[src/sv/tbq_pkg.sv]
package tbq_pkg;

	localparam int DEF_TIMER_COUNT = 8;
	localparam int DEF_QUEUE_DEPTH = 8;

	localparam logic [2:0] KIND_TICK  = 3'd0;
	localparam logic [2:0] KIND_START = 3'd1;
	localparam logic [2:0] KIND_STOP  = 3'd2;
	localparam logic [2:0] KIND_FETCH = 3'd3;
	localparam logic [2:0] KIND_CLEAR = 3'd4;

	localparam logic [1:0] MODE_ONESHOT  = 2'd0;
	localparam logic [1:0] MODE_PERIODIC = 2'd1;

	localparam logic [1:0] TOP_NONE  = 2'd0;
	localparam logic [1:0] TOP_START = 2'd1;
	localparam logic [1:0] TOP_STOP  = 2'd2;
	localparam logic [1:0] TOP_STEP  = 2'd3;

	typedef struct packed {
		logic push;
		logic pop;
		logic clear_drop;
	} q_ctrl_t;

endpackage

[src/sv/tbq_timer_unit.sv]
module tbq_timer_unit #(
	parameter int TIMER_COUNT = tbq_pkg::DEF_TIMER_COUNT,
	localparam int ID_W = (TIMER_COUNT > 1) ? $clog2(TIMER_COUNT) : 1
) (
	input  logic                   clk,
	input  logic                   arst_n,
	input  logic [1:0]             op,
	input  logic [ID_W-1:0]        idx,
	input  logic [15:0]            period,
	input  logic                   periodic,
	output logic                   expire,
	output logic [TIMER_COUNT-1:0] run
);

	logic [15:0]            remaining_q [TIMER_COUNT];
	logic [15:0]            reload_q [TIMER_COUNT];
	logic [TIMER_COUNT-1:0] run_q;
	logic [TIMER_COUNT-1:0] periodic_q;
	logic [15:0]            cur;
	logic [15:0]            dec;

	// One decrement and zero compare serves every timer in turn.
	always_comb begin
		cur = remaining_q[idx];
		dec = cur - {15'd0, (cur != 16'd0)};
		expire = (op == tbq_pkg::TOP_STEP) && run_q[idx] && (dec == 16'd0);
	end

	assign run = run_q;

	always_ff @(posedge clk or negedge arst_n) begin
		if (!arst_n) begin
			run_q <= '0;
			periodic_q <= '0;
			for (int i = 0; i < TIMER_COUNT; i++) begin
				remaining_q[i] <= 16'd0;
				reload_q[i] <= 16'd0;
			end
		end else begin
			case (op)
				tbq_pkg::TOP_START: begin
					reload_q[idx] <= period;
					remaining_q[idx] <= period;
					periodic_q[idx] <= periodic;
					run_q[idx] <= 1'b1;
				end
				tbq_pkg::TOP_STOP: begin
					run_q[idx] <= 1'b0;
					remaining_q[idx] <= 16'd0;
				end
				tbq_pkg::TOP_STEP: begin
					if (run_q[idx]) begin
						if (dec == 16'd0) begin
							if (periodic_q[idx]) begin
								remaining_q[idx] <= reload_q[idx];
							end else begin
								remaining_q[idx] <= 16'd0;
								run_q[idx] <= 1'b0;
							end
						end else begin
							remaining_q[idx] <= dec;
						end
					end
				end
				default: begin
				end
			endcase
		end
	end

endmodule

[src/sv/tbq_queue.sv]
module tbq_queue #(
	parameter int TIMER_COUNT = tbq_pkg::DEF_TIMER_COUNT,
	parameter int QUEUE_DEPTH = tbq_pkg::DEF_QUEUE_DEPTH,
	localparam int ID_W = (TIMER_COUNT > 1) ? $clog2(TIMER_COUNT) : 1,
	localparam int PTR_W = (QUEUE_DEPTH > 1) ? $clog2(QUEUE_DEPTH) : 1,
	localparam int CNT_W = $clog2(QUEUE_DEPTH + 1)
) (
	input  logic             clk,
	input  logic             arst_n,
	input  tbq_pkg::q_ctrl_t ctrl,
	input  logic [ID_W-1:0]  push_id,
	output logic [ID_W-1:0]  rd_id,
	output logic [CNT_W-1:0] count,
	output logic             full,
	output logic [15:0]      drop
);

	logic [ID_W-1:0]  mem [QUEUE_DEPTH];
	logic [ID_W-1:0]  rd_q;
	logic [PTR_W-1:0] head_q;
	logic [PTR_W-1:0] tail_q;
	logic [CNT_W-1:0] count_q;
	logic [15:0]      drop_q;

	assign full = (count_q == CNT_W'(QUEUE_DEPTH));
	assign count = count_q;
	assign drop = drop_q;
	assign rd_id = rd_q;

	always_ff @(posedge clk) begin
		if (ctrl.push && !full) begin
			mem[head_q] <= push_id;
		end
		if (ctrl.pop) begin
			rd_q <= mem[tail_q];
		end
	end

	always_ff @(posedge clk or negedge arst_n) begin
		if (!arst_n) begin
			head_q <= '0;
			tail_q <= '0;
			count_q <= '0;
			drop_q <= 16'd0;
		end else begin
			if (ctrl.push) begin
				if (full) begin
					drop_q <= drop_q + 16'd1;
				end else begin
					head_q <= (head_q == PTR_W'(QUEUE_DEPTH - 1)) ? '0 : head_q + PTR_W'(1);
					count_q <= count_q + CNT_W'(1);
				end
			end else if (ctrl.pop) begin
				tail_q <= (tail_q == PTR_W'(QUEUE_DEPTH - 1)) ? '0 : tail_q + PTR_W'(1);
				count_q <= count_q - CNT_W'(1);
			end
			if (ctrl.clear_drop) begin
				drop_q <= 16'd0;
			end
		end
	end

endmodule

[src/sv/timer_bank_with_expiry_queue.sv]
// Timer bank with an expiry queue.
// The input channel (in_valid, in_stall) carries one request: kind, timer_id,
// reload_ticks and mode. The output channel (out_valid, out_stall) returns one
// result per request: accepted, expired_id, running_mask, drop_total and
// queue_fill, all taken after the request has been applied.
// A tick walks the timers one per cycle through a single shared decrement and
// zero-compare unit in ST_TICK, then its result is loaded from ST_RESP into the
// output register. Start, stop, fetch, clear and unused kinds go straight from
// acceptance to ST_RESP; a fetch reads the queue memory through its registered
// read port on acceptance, before the result is loaded.
// A new request is accepted in the cycle after the previous result has been
// loaded into the output register, so the block takes no new request while a
// tick walk runs or a result waits to be loaded.
// If the receiver stalls, the result waits in the output register and the next
// request may still be accepted; its result is held back until the register
// frees up, and no further request is taken meanwhile.
// Reset clears all timers, the queue pointers, the fill and the drop count;
// the queue contents are not cleared and are never read before being written.
module timer_bank_with_expiry_queue #(
	parameter int TIMER_COUNT = tbq_pkg::DEF_TIMER_COUNT,
	parameter int QUEUE_DEPTH = tbq_pkg::DEF_QUEUE_DEPTH
) (
	input  logic        clk,
	input  logic        arst_n,
	input  logic        in_valid,
	output logic        in_stall,
	input  logic [2:0]  kind,
	input  logic [7:0]  timer_id,
	input  logic [15:0] reload_ticks,
	input  logic [1:0]  mode,
	output logic        out_valid,
	input  logic        out_stall,
	output logic        accepted,
	output logic [2:0]  expired_id,
	output logic [7:0]  running_mask,
	output logic [15:0] drop_total,
	output logic [3:0]  queue_fill
);

	localparam int ID_W = (TIMER_COUNT > 1) ? $clog2(TIMER_COUNT) : 1;
	localparam int CNT_W = $clog2(QUEUE_DEPTH + 1);

	localparam logic [1:0] ST_IDLE = 2'd0;
	localparam logic [1:0] ST_TICK = 2'd1;
	localparam logic [1:0] ST_RESP = 2'd2;

	logic [1:0]             state_q;
	logic [ID_W-1:0]        idx_q;
	logic                   acc_q;
	logic                   fetched_q;
	logic                   take;
	logic                   id_ok;
	logic                   start_ok;
	logic                   load;
	logic [1:0]             t_op;
	logic [ID_W-1:0]        t_idx;
	logic                   expire;
	logic [TIMER_COUNT-1:0] run;
	tbq_pkg::q_ctrl_t       q_ctrl;
	logic [ID_W-1:0]        rd_id;
	logic [CNT_W-1:0]       count;
	logic                   full;
	logic [15:0]            drop;
	logic [31:0]            run_wide;
	logic [31:0]            id_wide;
	logic [31:0]            cnt_wide;
	logic                   out_valid_q;

	assign in_stall = (state_q != ST_IDLE);
	assign take = in_valid && !in_stall;
	assign id_ok = (timer_id < 8'(TIMER_COUNT));
	assign start_ok = id_ok && (reload_ticks != 16'd0)
		&& ((mode == tbq_pkg::MODE_ONESHOT) || (mode == tbq_pkg::MODE_PERIODIC));
	assign load = (state_q == ST_RESP) && (!out_valid_q || !out_stall);

	always_comb begin
		t_op = tbq_pkg::TOP_NONE;
		t_idx = timer_id[ID_W-1:0];
		q_ctrl = '0;
		if (state_q == ST_TICK) begin
			t_op = tbq_pkg::TOP_STEP;
			t_idx = idx_q;
			q_ctrl.push = expire;
		end else if (take) begin
			case (kind)
				tbq_pkg::KIND_START: t_op = start_ok ? tbq_pkg::TOP_START : tbq_pkg::TOP_NONE;
				tbq_pkg::KIND_STOP:  t_op = id_ok ? tbq_pkg::TOP_STOP : tbq_pkg::TOP_NONE;
				tbq_pkg::KIND_FETCH: q_ctrl.pop = (count != '0);
				tbq_pkg::KIND_CLEAR: q_ctrl.clear_drop = 1'b1;
				default: begin
				end
			endcase
		end
	end

	tbq_timer_unit #(
		.TIMER_COUNT(TIMER_COUNT)
	) u_timers (
		.clk(clk),
		.arst_n(arst_n),
		.op(t_op),
		.idx(t_idx),
		.period(reload_ticks),
		.periodic(mode[0]),
		.expire(expire),
		.run(run)
	);

	tbq_queue #(
		.TIMER_COUNT(TIMER_COUNT),
		.QUEUE_DEPTH(QUEUE_DEPTH)
	) u_queue (
		.clk(clk),
		.arst_n(arst_n),
		.ctrl(q_ctrl),
		.push_id(idx_q),
		.rd_id(rd_id),
		.count(count),
		.full(full),
		.drop(drop)
	);

	always_ff @(posedge clk or negedge arst_n) begin
		if (!arst_n) begin
			state_q <= ST_IDLE;
			idx_q <= '0;
			acc_q <= 1'b0;
			fetched_q <= 1'b0;
		end else begin
			case (state_q)
				ST_IDLE: begin
					if (take) begin
						idx_q <= '0;
						fetched_q <= 1'b0;
						case (kind)
							tbq_pkg::KIND_TICK: begin
								acc_q <= 1'b1;
								state_q <= ST_TICK;
							end
							tbq_pkg::KIND_START: begin
								acc_q <= start_ok;
								state_q <= ST_RESP;
							end
							tbq_pkg::KIND_STOP, tbq_pkg::KIND_CLEAR: begin
								acc_q <= 1'b1;
								state_q <= ST_RESP;
							end
							tbq_pkg::KIND_FETCH: begin
								acc_q <= (count != '0);
								fetched_q <= (count != '0);
								state_q <= ST_RESP;
							end
							default: begin
								acc_q <= 1'b0;
								state_q <= ST_RESP;
							end
						endcase
					end
				end
				ST_TICK: begin
					if (idx_q == ID_W'(TIMER_COUNT - 1)) begin
						state_q <= ST_RESP;
					end else begin
						idx_q <= idx_q + ID_W'(1);
					end
				end
				ST_RESP: begin
					if (load) begin
						state_q <= ST_IDLE;
					end
				end
				default: begin
					state_q <= ST_IDLE;
				end
			endcase
		end
	end

	assign run_wide = 32'(run);
	assign id_wide = 32'(rd_id);
	assign cnt_wide = 32'(count);

	always_ff @(posedge clk or negedge arst_n) begin
		if (!arst_n) begin
			out_valid_q <= 1'b0;
		end else if (load) begin
			out_valid_q <= 1'b1;
		end else if (!out_stall) begin
			out_valid_q <= 1'b0;
		end
	end

	always_ff @(posedge clk) begin
		if (load) begin
			accepted <= acc_q;
			expired_id <= fetched_q ? id_wide[2:0] : 3'd0;
			running_mask <= run_wide[7:0];
			drop_total <= drop;
			queue_fill <= cnt_wide[3:0];
		end
	end

	assign out_valid = out_valid_q;

	a_tick_starts_walk: assert property (@(posedge clk) disable iff (!arst_n)
		take && (kind == tbq_pkg::KIND_TICK) |=> (state_q == ST_TICK) && (idx_q == '0))
		else $error("tick did not start the timer walk at timer zero");

	a_fill_bound: assert property (@(posedge clk) disable iff (!arst_n)
		count <= CNT_W'(QUEUE_DEPTH))
		else $error("queue fill exceeds its depth");

	a_pop_decrements: assert property (@(posedge clk) disable iff (!arst_n)
		q_ctrl.pop |=> (count == $past(count) - CNT_W'(1)))
		else $error("fetch did not reduce the queue fill");

	a_drop_source: assert property (@(posedge clk) disable iff (!arst_n)
		!$stable(drop) |-> $past((q_ctrl.push && full) || q_ctrl.clear_drop))
		else $error("drop count changed without a lost expiry or a clear");

endmodule
[config.mk]
export PLATFORM = sky130hd
export DESIGN_NAME = timer_bank_with_expiry_queue
export DESIGN_NICKNAME = d
export VERILOG_FILES = /design/src/sv/tbq_pkg.sv /design/src/sv/tbq_timer_unit.sv /design/src/sv/tbq_queue.sv /design/src/sv/timer_bank_with_expiry_queue.sv
export SDC_FILE = /design/constraint.sdc
export NUM_CORES = 1
export LEC_CHECK = 0
export BUFFER_PORTS_ARGS = -buffer_cell sky130_fd_sc_hd__buf_4
export CAP_MARGIN = 20
export CORE_UTILIZATION = 25
export DETAILED_ROUTE_END_ITERATION = 12
export GPL_TIMING_DRIVEN = 1
export MAX_ROUTING_LAYER = met4
export PLACE_DENSITY_LB_ADDON = 0.25
export REMOVE_ABC_BUFFERS = 1
export SLEW_MARGIN = 20
export SYNTH_ARGS = -nofsm -noshare
export SYNTH_HDL_FRONTEND = slang
export SYNTH_SLANG_ARGS = --single-unit
[constraint.sdc]
create_clock -name clk -period 15.25 [get_ports clk]
set_input_delay 3.05 -clock clk [delete_from_list [all_inputs] [get_ports clk]]
set_output_delay 3.05 -clock clk [all_outputs]
set_load 0.02 [all_outputs]
Yosys cells after proc, flatten, opt, wreduce, memory -nomap -nowiden:

Memory sizes are Yosys's and may differ from the RTL's. A register that Yosys moved wholly into a read port is not among the register bits.
Index checks and enable logic that the tools add are counted.

* muxes and demuxes: 59
* reductions and logical operators: 38
* eq/ne operators: 23
* add/subtract/negate cells: 7
* magnitude comparators: 5
* bitwise gates (word level): 8

Operator list (number)
* bitwise mux 128 bit: 4
* 2-to-1 mux 128 bit: 3
* case mux 128 bit (3 select lines): 1
* bitwise AND 128 bit: 1
* 2-to-1 mux 16 bit: 8
* NOT 128 bit: 1
* binary-select mux 16 bit (select 3 bit): 2
* demux 16 bit (select 3 bit): 1
* nonzero test 16 bit: 2
* 2-to-1 mux 8 bit: 3
* case mux 8 bit (3 select lines): 1
* 2-to-1 mux 2 bit: 9
* adder 16 x 1 -> 16 bit, second input constant: 1
* zero test 16 bit: 1
* subtractor 16 x 1 -> 16 bit: 1
* 2-to-1 mux 3 bit: 5
* != test 2 bit, second input constant: 7
* == test 3 bit, second input constant: 4
* 2-to-1 mux 4 bit: 3
* AND reduction 2 bit: 6
* 2-to-1 mux 1 bit: 11
* nonzero test 2 bit: 5
* adder 3 x 1 -> 3 bit, second input constant: 3
* logical AND 1 bit: 9
* 34 further kinds: 48

* register bits after elaboration: 338
* output and inout port bits: 34
* memory bits (writable): 24
* memories kept: 1
* word-level logic and storage cells: 173
* input port bits: 33

Memory list
* u_queue.mem: words 8, width 3, read ports 1, clocked after Yosys merged registers in 1, wr ports 1, RTL line tbq_queue.sv:18 `logic [ID_W-1:0] mem [QUEUE_DEPTH];`

Longest topological paths before layout:

* depth after elaboration: 14
* depth in mapped cells: 30
* gate-level depth less buffers: 25

By module:

Synthesis repeated with hierarchy kept, for this count alone.

* cell total of the unflattened synthesis: 1631
* area, all modules: 17794.6 µm²

By module, submodules not included
* tbq_timer_unit: instances 1, cells an instance 1357, area each 13808.2 µm², sequential area each 6806.5 µm²
* tbq_queue: instances 1, cells an instance 179, area each 2418.6 µm², sequential area each 1461.4 µm²
* timer_bank_with_expiry_queue: instances 1, cells an instance 95, area each 1567.8 µm², sequential area each 1161.1 µm²

Worst setup path after synthesis:

Ideal clock, no wire load.

* path type: input to register
* start point: in timer_id[0]
* end point: reg u_queue.count_q[3] (netlist: u_queue.count[3])
* data required time: 15.118 ns
* library setup time: 0.132 ns
* cell stages on the path: 26
* buffers on the path: 5
* data arrival time: 7.528 ns
* path slack: 7.590 ns
* cells stage by stage: buf_2 a21boi_1 buf_4 buf_6 buf_2 buf_1 nand2_1 o22ai_1 nor2_1 nand2_1 nand2_1 nor3_1 nand3_1 ha_1 ha_1 xnor2_1 nand4_1 nor3b_2 nand4_2 nor2_1 nand2_1 ha_1 a21o_1 a21o_1 a311oi_1 a31oi_1

* cells in the longest elaborated chain, start to end: 13
* elaborated cells between the ends (all ways): 26
* those cells by class: add/sub (1); order compare (1); eq/ne (2); mux (13); bitwise (1); reduce/logical (8)

Ends and longest elaborated chain
* from (decl): RTL line timer_bank_with_expiry_queue.sv:28 `input logic [7:0] timer_id,`
* parallel branches: the longest is 9 deep, another holds subtractor 16 x 1 -> 16 bit
* logical AND 1 bit (*): RTL line tbq_timer_unit.sv:26 `expire = (op == tbq_pkg::TOP_STEP) && run_q[idx] && (dec == 16'd0);`
* 2-to-1 mux 1 bit (*): RTL line timer_bank_with_expiry_queue.sv:80 `if (state_q == ST_TICK) begin`
* != test 2 bit (no source line) or nonzero test 2 bit (tied branches)
* AND reduction 2 bit (no source line)
* to (signal assigned): RTL line tbq_queue.sv:51 `count_q <= count_q + CNT_W'(1);`
* to (signal assigned): RTL line tbq_queue.sv:55 `count_q <= count_q - CNT_W'(1);`
* to (decl): RTL line tbq_queue.sv:22 `logic [CNT_W-1:0] count_q;`

Every way passes the cells marked *. The select of a mux whose other input is x is not followed.
A chain may end at the register's enable or synchronous reset.

Worst setup path after layout:

Same ends and word-level chain as after synthesis.

==> impl_metrics.yaml <==
sta:
  finalSetupViolCount: 0
  fin_crit_sh: 0.626
  rsz0062_at_grt: "false"
  setup_ws_ps: 5700
  skew_ps: 19.8
  hold_viol_final: 0
  slew_headroom: 0.250
  slew_violations: 0
  max_freq_mhz: 105
  min_period_ps: 9550
  tightestPinTransition_ps: 1120
  fin_setup_tns_ps: 0
yosys:
  synth-seq-cells: 365
  ys_seq_area_frac: 0.513
  yosys_warnings: 0
  synth.distinct_cells: 82
  ys_async_sr_fraction: 0.838
  synthCells: 1844
  syn_area_um2: 18400
  postSynthAreaPerCell_um2: 9.98
  synth_edf_count: 59
  synth_flop_cell: "dfrtp_1"
floorplan:
  num_io_pins: 67
  dieArea_um2: 74700
  start_util: 0.253
  placementRows: 99
  die_height_um: 273
  core_area_um2: 72800
  fp.dieW_um: 273
critical_path:
  arrival_ps: 9990
  r2r_start: "idx_q[0]"
  rr_worst_depth: 24
  crit_family: "simple AND/OR/NAND/NOR gates"
  cp.buffers_inverters: 4
  end_kind: "flop"
  ff2ff_setup_slack_ps: 7090
  timing.critical_path.cells: "buf_4 > a21boi_4 > buf_4 > buf_4 > mux2i_1 > o2111ai_1 > or4_1 > nand2b_1 > nor3_1 > nand3_1 > ha_1 > ha_1 > inv_1 > nor2_1 > nand3b_1 > xor2_1 > nand3b_1 > nor2_1 > nand2_1 > ha_1 > a21o_1 > a21o_1 > a311oi_1 > a31oi_1"
  cp_max_fo: 41
  worstReg2RegEnd: "u_queue.count[3]"
  critPathLaunchType: "input port"
  critPathRequiredTime_ps: 15690
  cp_slowest_cell: "nor2_1"
  crit_path_max_incr_delay_ps: 860
  path_class: "input port to flop"
power_and_ir_drop:
  cellLeakagePower_nw: 8.68
  p_switching_w: 0.00137
  clkPwrFrac: 0.277
  peakVddDrop_mv: 0.0894
  seq_power_share: 0.418
  power.density_nw_per_um2: 180
  switching_share: 0.356
  comb_power_share: 0.306
  intPower_w: 0.00247
grt:
  antenna_found_initial: 0
  grt_max_degree: 139
  grt_pass1_wl_mm: 92.5
  grt_pass1_vias: 14600
  grt_overflow: 0
  globalRouteTotalUtil: 0.167
worst_hold_path:
  hold_class: "flop to flop"
  hold_start: "acc_q"
  min_to: "accepted"
  holdPathStages: 0
cts:
  cts_tree: "built"
  ctsResizeCount: 0
  root_buffer: "clkbuf_16"
  cts.sinks: 365
  clockBufferDepth: 3
  cts_buffers: 43
  path_clk_slew_ps: 60
  worstSkewPairLatency_ps: 590
  postCtsHoldBufs: 0
  postCtsSetupRepairBufs: 0
  htreeDepth: 2
placement:
  portBuffers: 66
  pre_cts_slack_ps: 5190
  dp_hpwl_mm: 38.2
  gp_congestion: 0.893
outcome:
  outcome: "completed"
route:
  drt_iter0_markers: 1441
  first_pass_iters: 8
  antenna_left: 0
  routed_wl_mm: 60.6
  vias: 14900
  via_per_inst: 5.21
  post-route-drc-count: 0
  wire_per_inst_um: 21.3
final_layout:
  diodes: 0
  layout-drive-gt1-share: 0.186
  area_delta_synth_final_pct: 15.9
  layout.nets: 1907
job:
  maxCapViolCount: 0
[stage by stage]
step / hold WS (ps) / utilization / area [um2] / std cells / total power, W
2_1_floorplan: 425 / - / 17800 / 1718 / 0.00235
3_5_place_dp: 445 / 0.272 / 19800 / 2772 / 0.00278
5_1_grt: 480 / 0.293 / 21300 / 2849 / 0.00408
4_1_cts: 457 / 0.292 / 21300 / 2848 / 0.00386
3_3_place_gp: 439 / 0.272 / 19800 / 2772 / 0.00274
6_report: 457 / 0.293 / 21300 / 2849 / 0.00385
[synth_stat cells, types with 7 or more instances]
cell       number  area, um2
nand3_1        62        310
o221ai_1       18        158
or4_1           8       60.1
buf_1          18       67.6
nor3_1         15       75.1
ha_1           14        175
o2111ai_1       9       78.8
nor4_1         17        106
o22ai_1        26        163
inv_1          12       45.0
o211ai_1       13       97.6
clkbuf_1       78        293
nand2_1       349       1310
and2_1         10       62.6
buf_2          16       80.1
nand2b_1       74        463
xnor2_1        13        114
o21ai_0       234       1170
mux2i_1        30        300
nand4_1        17        106
xor2_1          8       70.1
dfrtp_1       306       7660
edfxtp_1       59       1770
a31oi_1        15       93.8
mux2_2        141       1590
mux4_2          7        158
nor2_1         49        184
buf_4           7       52.6
a21oi_1        97        485
and3_1         12       75.1
[layout make-up]
type                    instances  area [um2]
repair buffers                 96         752
clock buffers                  65        1300
inverters                      12        45.0
well taps                     959        1200
flip-flops and latches        365        9430
clock inverters                11         174
fillers                      7533       51500
multi-input cells            1341        8420
[state kept, by name, indices dropped and copies added (netlist names), 2 cells and up, named ones only]
| signal | flops |
|---|---|
| drop_total | 16 |
| expired_id | 3 |
| idx_q | 3 |
| queue_fill | 4 |
| running_mask | 8 |
| state_q | 2 |
| u_queue.count | 4 |
| u_queue.drop | 16 |
| u_queue.head_q | 3 |
| u_queue.mem | 24 |
| u_queue.rd_id | 3 |
| u_queue.tail_q | 3 |
| u_timers.periodic_q | 8 |
| u_timers.reload_q | 128 |
| u_timers.remaining_q | 128 |
[worst max-delay path by stage]
stage | startpoint | to | slack (ps) | cells after the start
floorplan | timer_id[0] | u_queue.count[3] | 4200 | 21
global placement | timer_id[0] | u_queue.count[3] | 5380 | 24
detailed placement | timer_id[0] | u_queue.count[3] | 5190 | 24
CTS | timer_id[0] | u_queue.count[3] | 5790 | 24
global route | timer_id[0] | u_queue.count[3] | 5250 | 25
finish | timer_id[0] | u_queue.count[3] | 5700 | 24
[placed cells by master, fill, tap and decap left out, drive strengths merged, types with 30 or more instances in the layout]
cell type,count
a21oi,98
buf,96
clkbuf,65
dfrtp,306
edfxtp,59
mux2,145
mux2i,30
nand2,349
nand2b,74
nand3,63
nor2,49
o21ai,240
[power by group through the flow]
stage               Clock, W  Combinational, W  Sequential, W
floorplan                  0          0.000775        0.00158
global placement           0           0.00115        0.00160
detailed placement         0           0.00117        0.00161
CTS                  0.00109           0.00118        0.00160
global route         0.00113           0.00130        0.00165
finish               0.00106           0.00118        0.00161
[kinds of logic after synthesis]
family	after synthesis	synth area share
flip-flops	365	0.513
AND/OR/NAND/NOR	648	0.167
XOR/XNOR	22	0.0109
AO/OA/AOI/OAI	474	0.152
adder cells (fa/ha/maj)	15	0.0106
multiplexers	182	0.114
buffers and inverters	138	0.0337
[metal layers]
metal / up-vias / GRT usage / wire length [um] / part of all wire
met3: 130 / 0.0222 / 3530 / 0.058
met4: 0 / 0.0590 / 1970 / 0.032
li1: 6655 / - / - / -
met5: - / - / 0 / 0
met2: 560 / 0.256 / 27700 / 0.46
met1: 7512 / 0.225 / 27400 / 0.45
No activity file was read; power rests on OpenSTA's default activity.
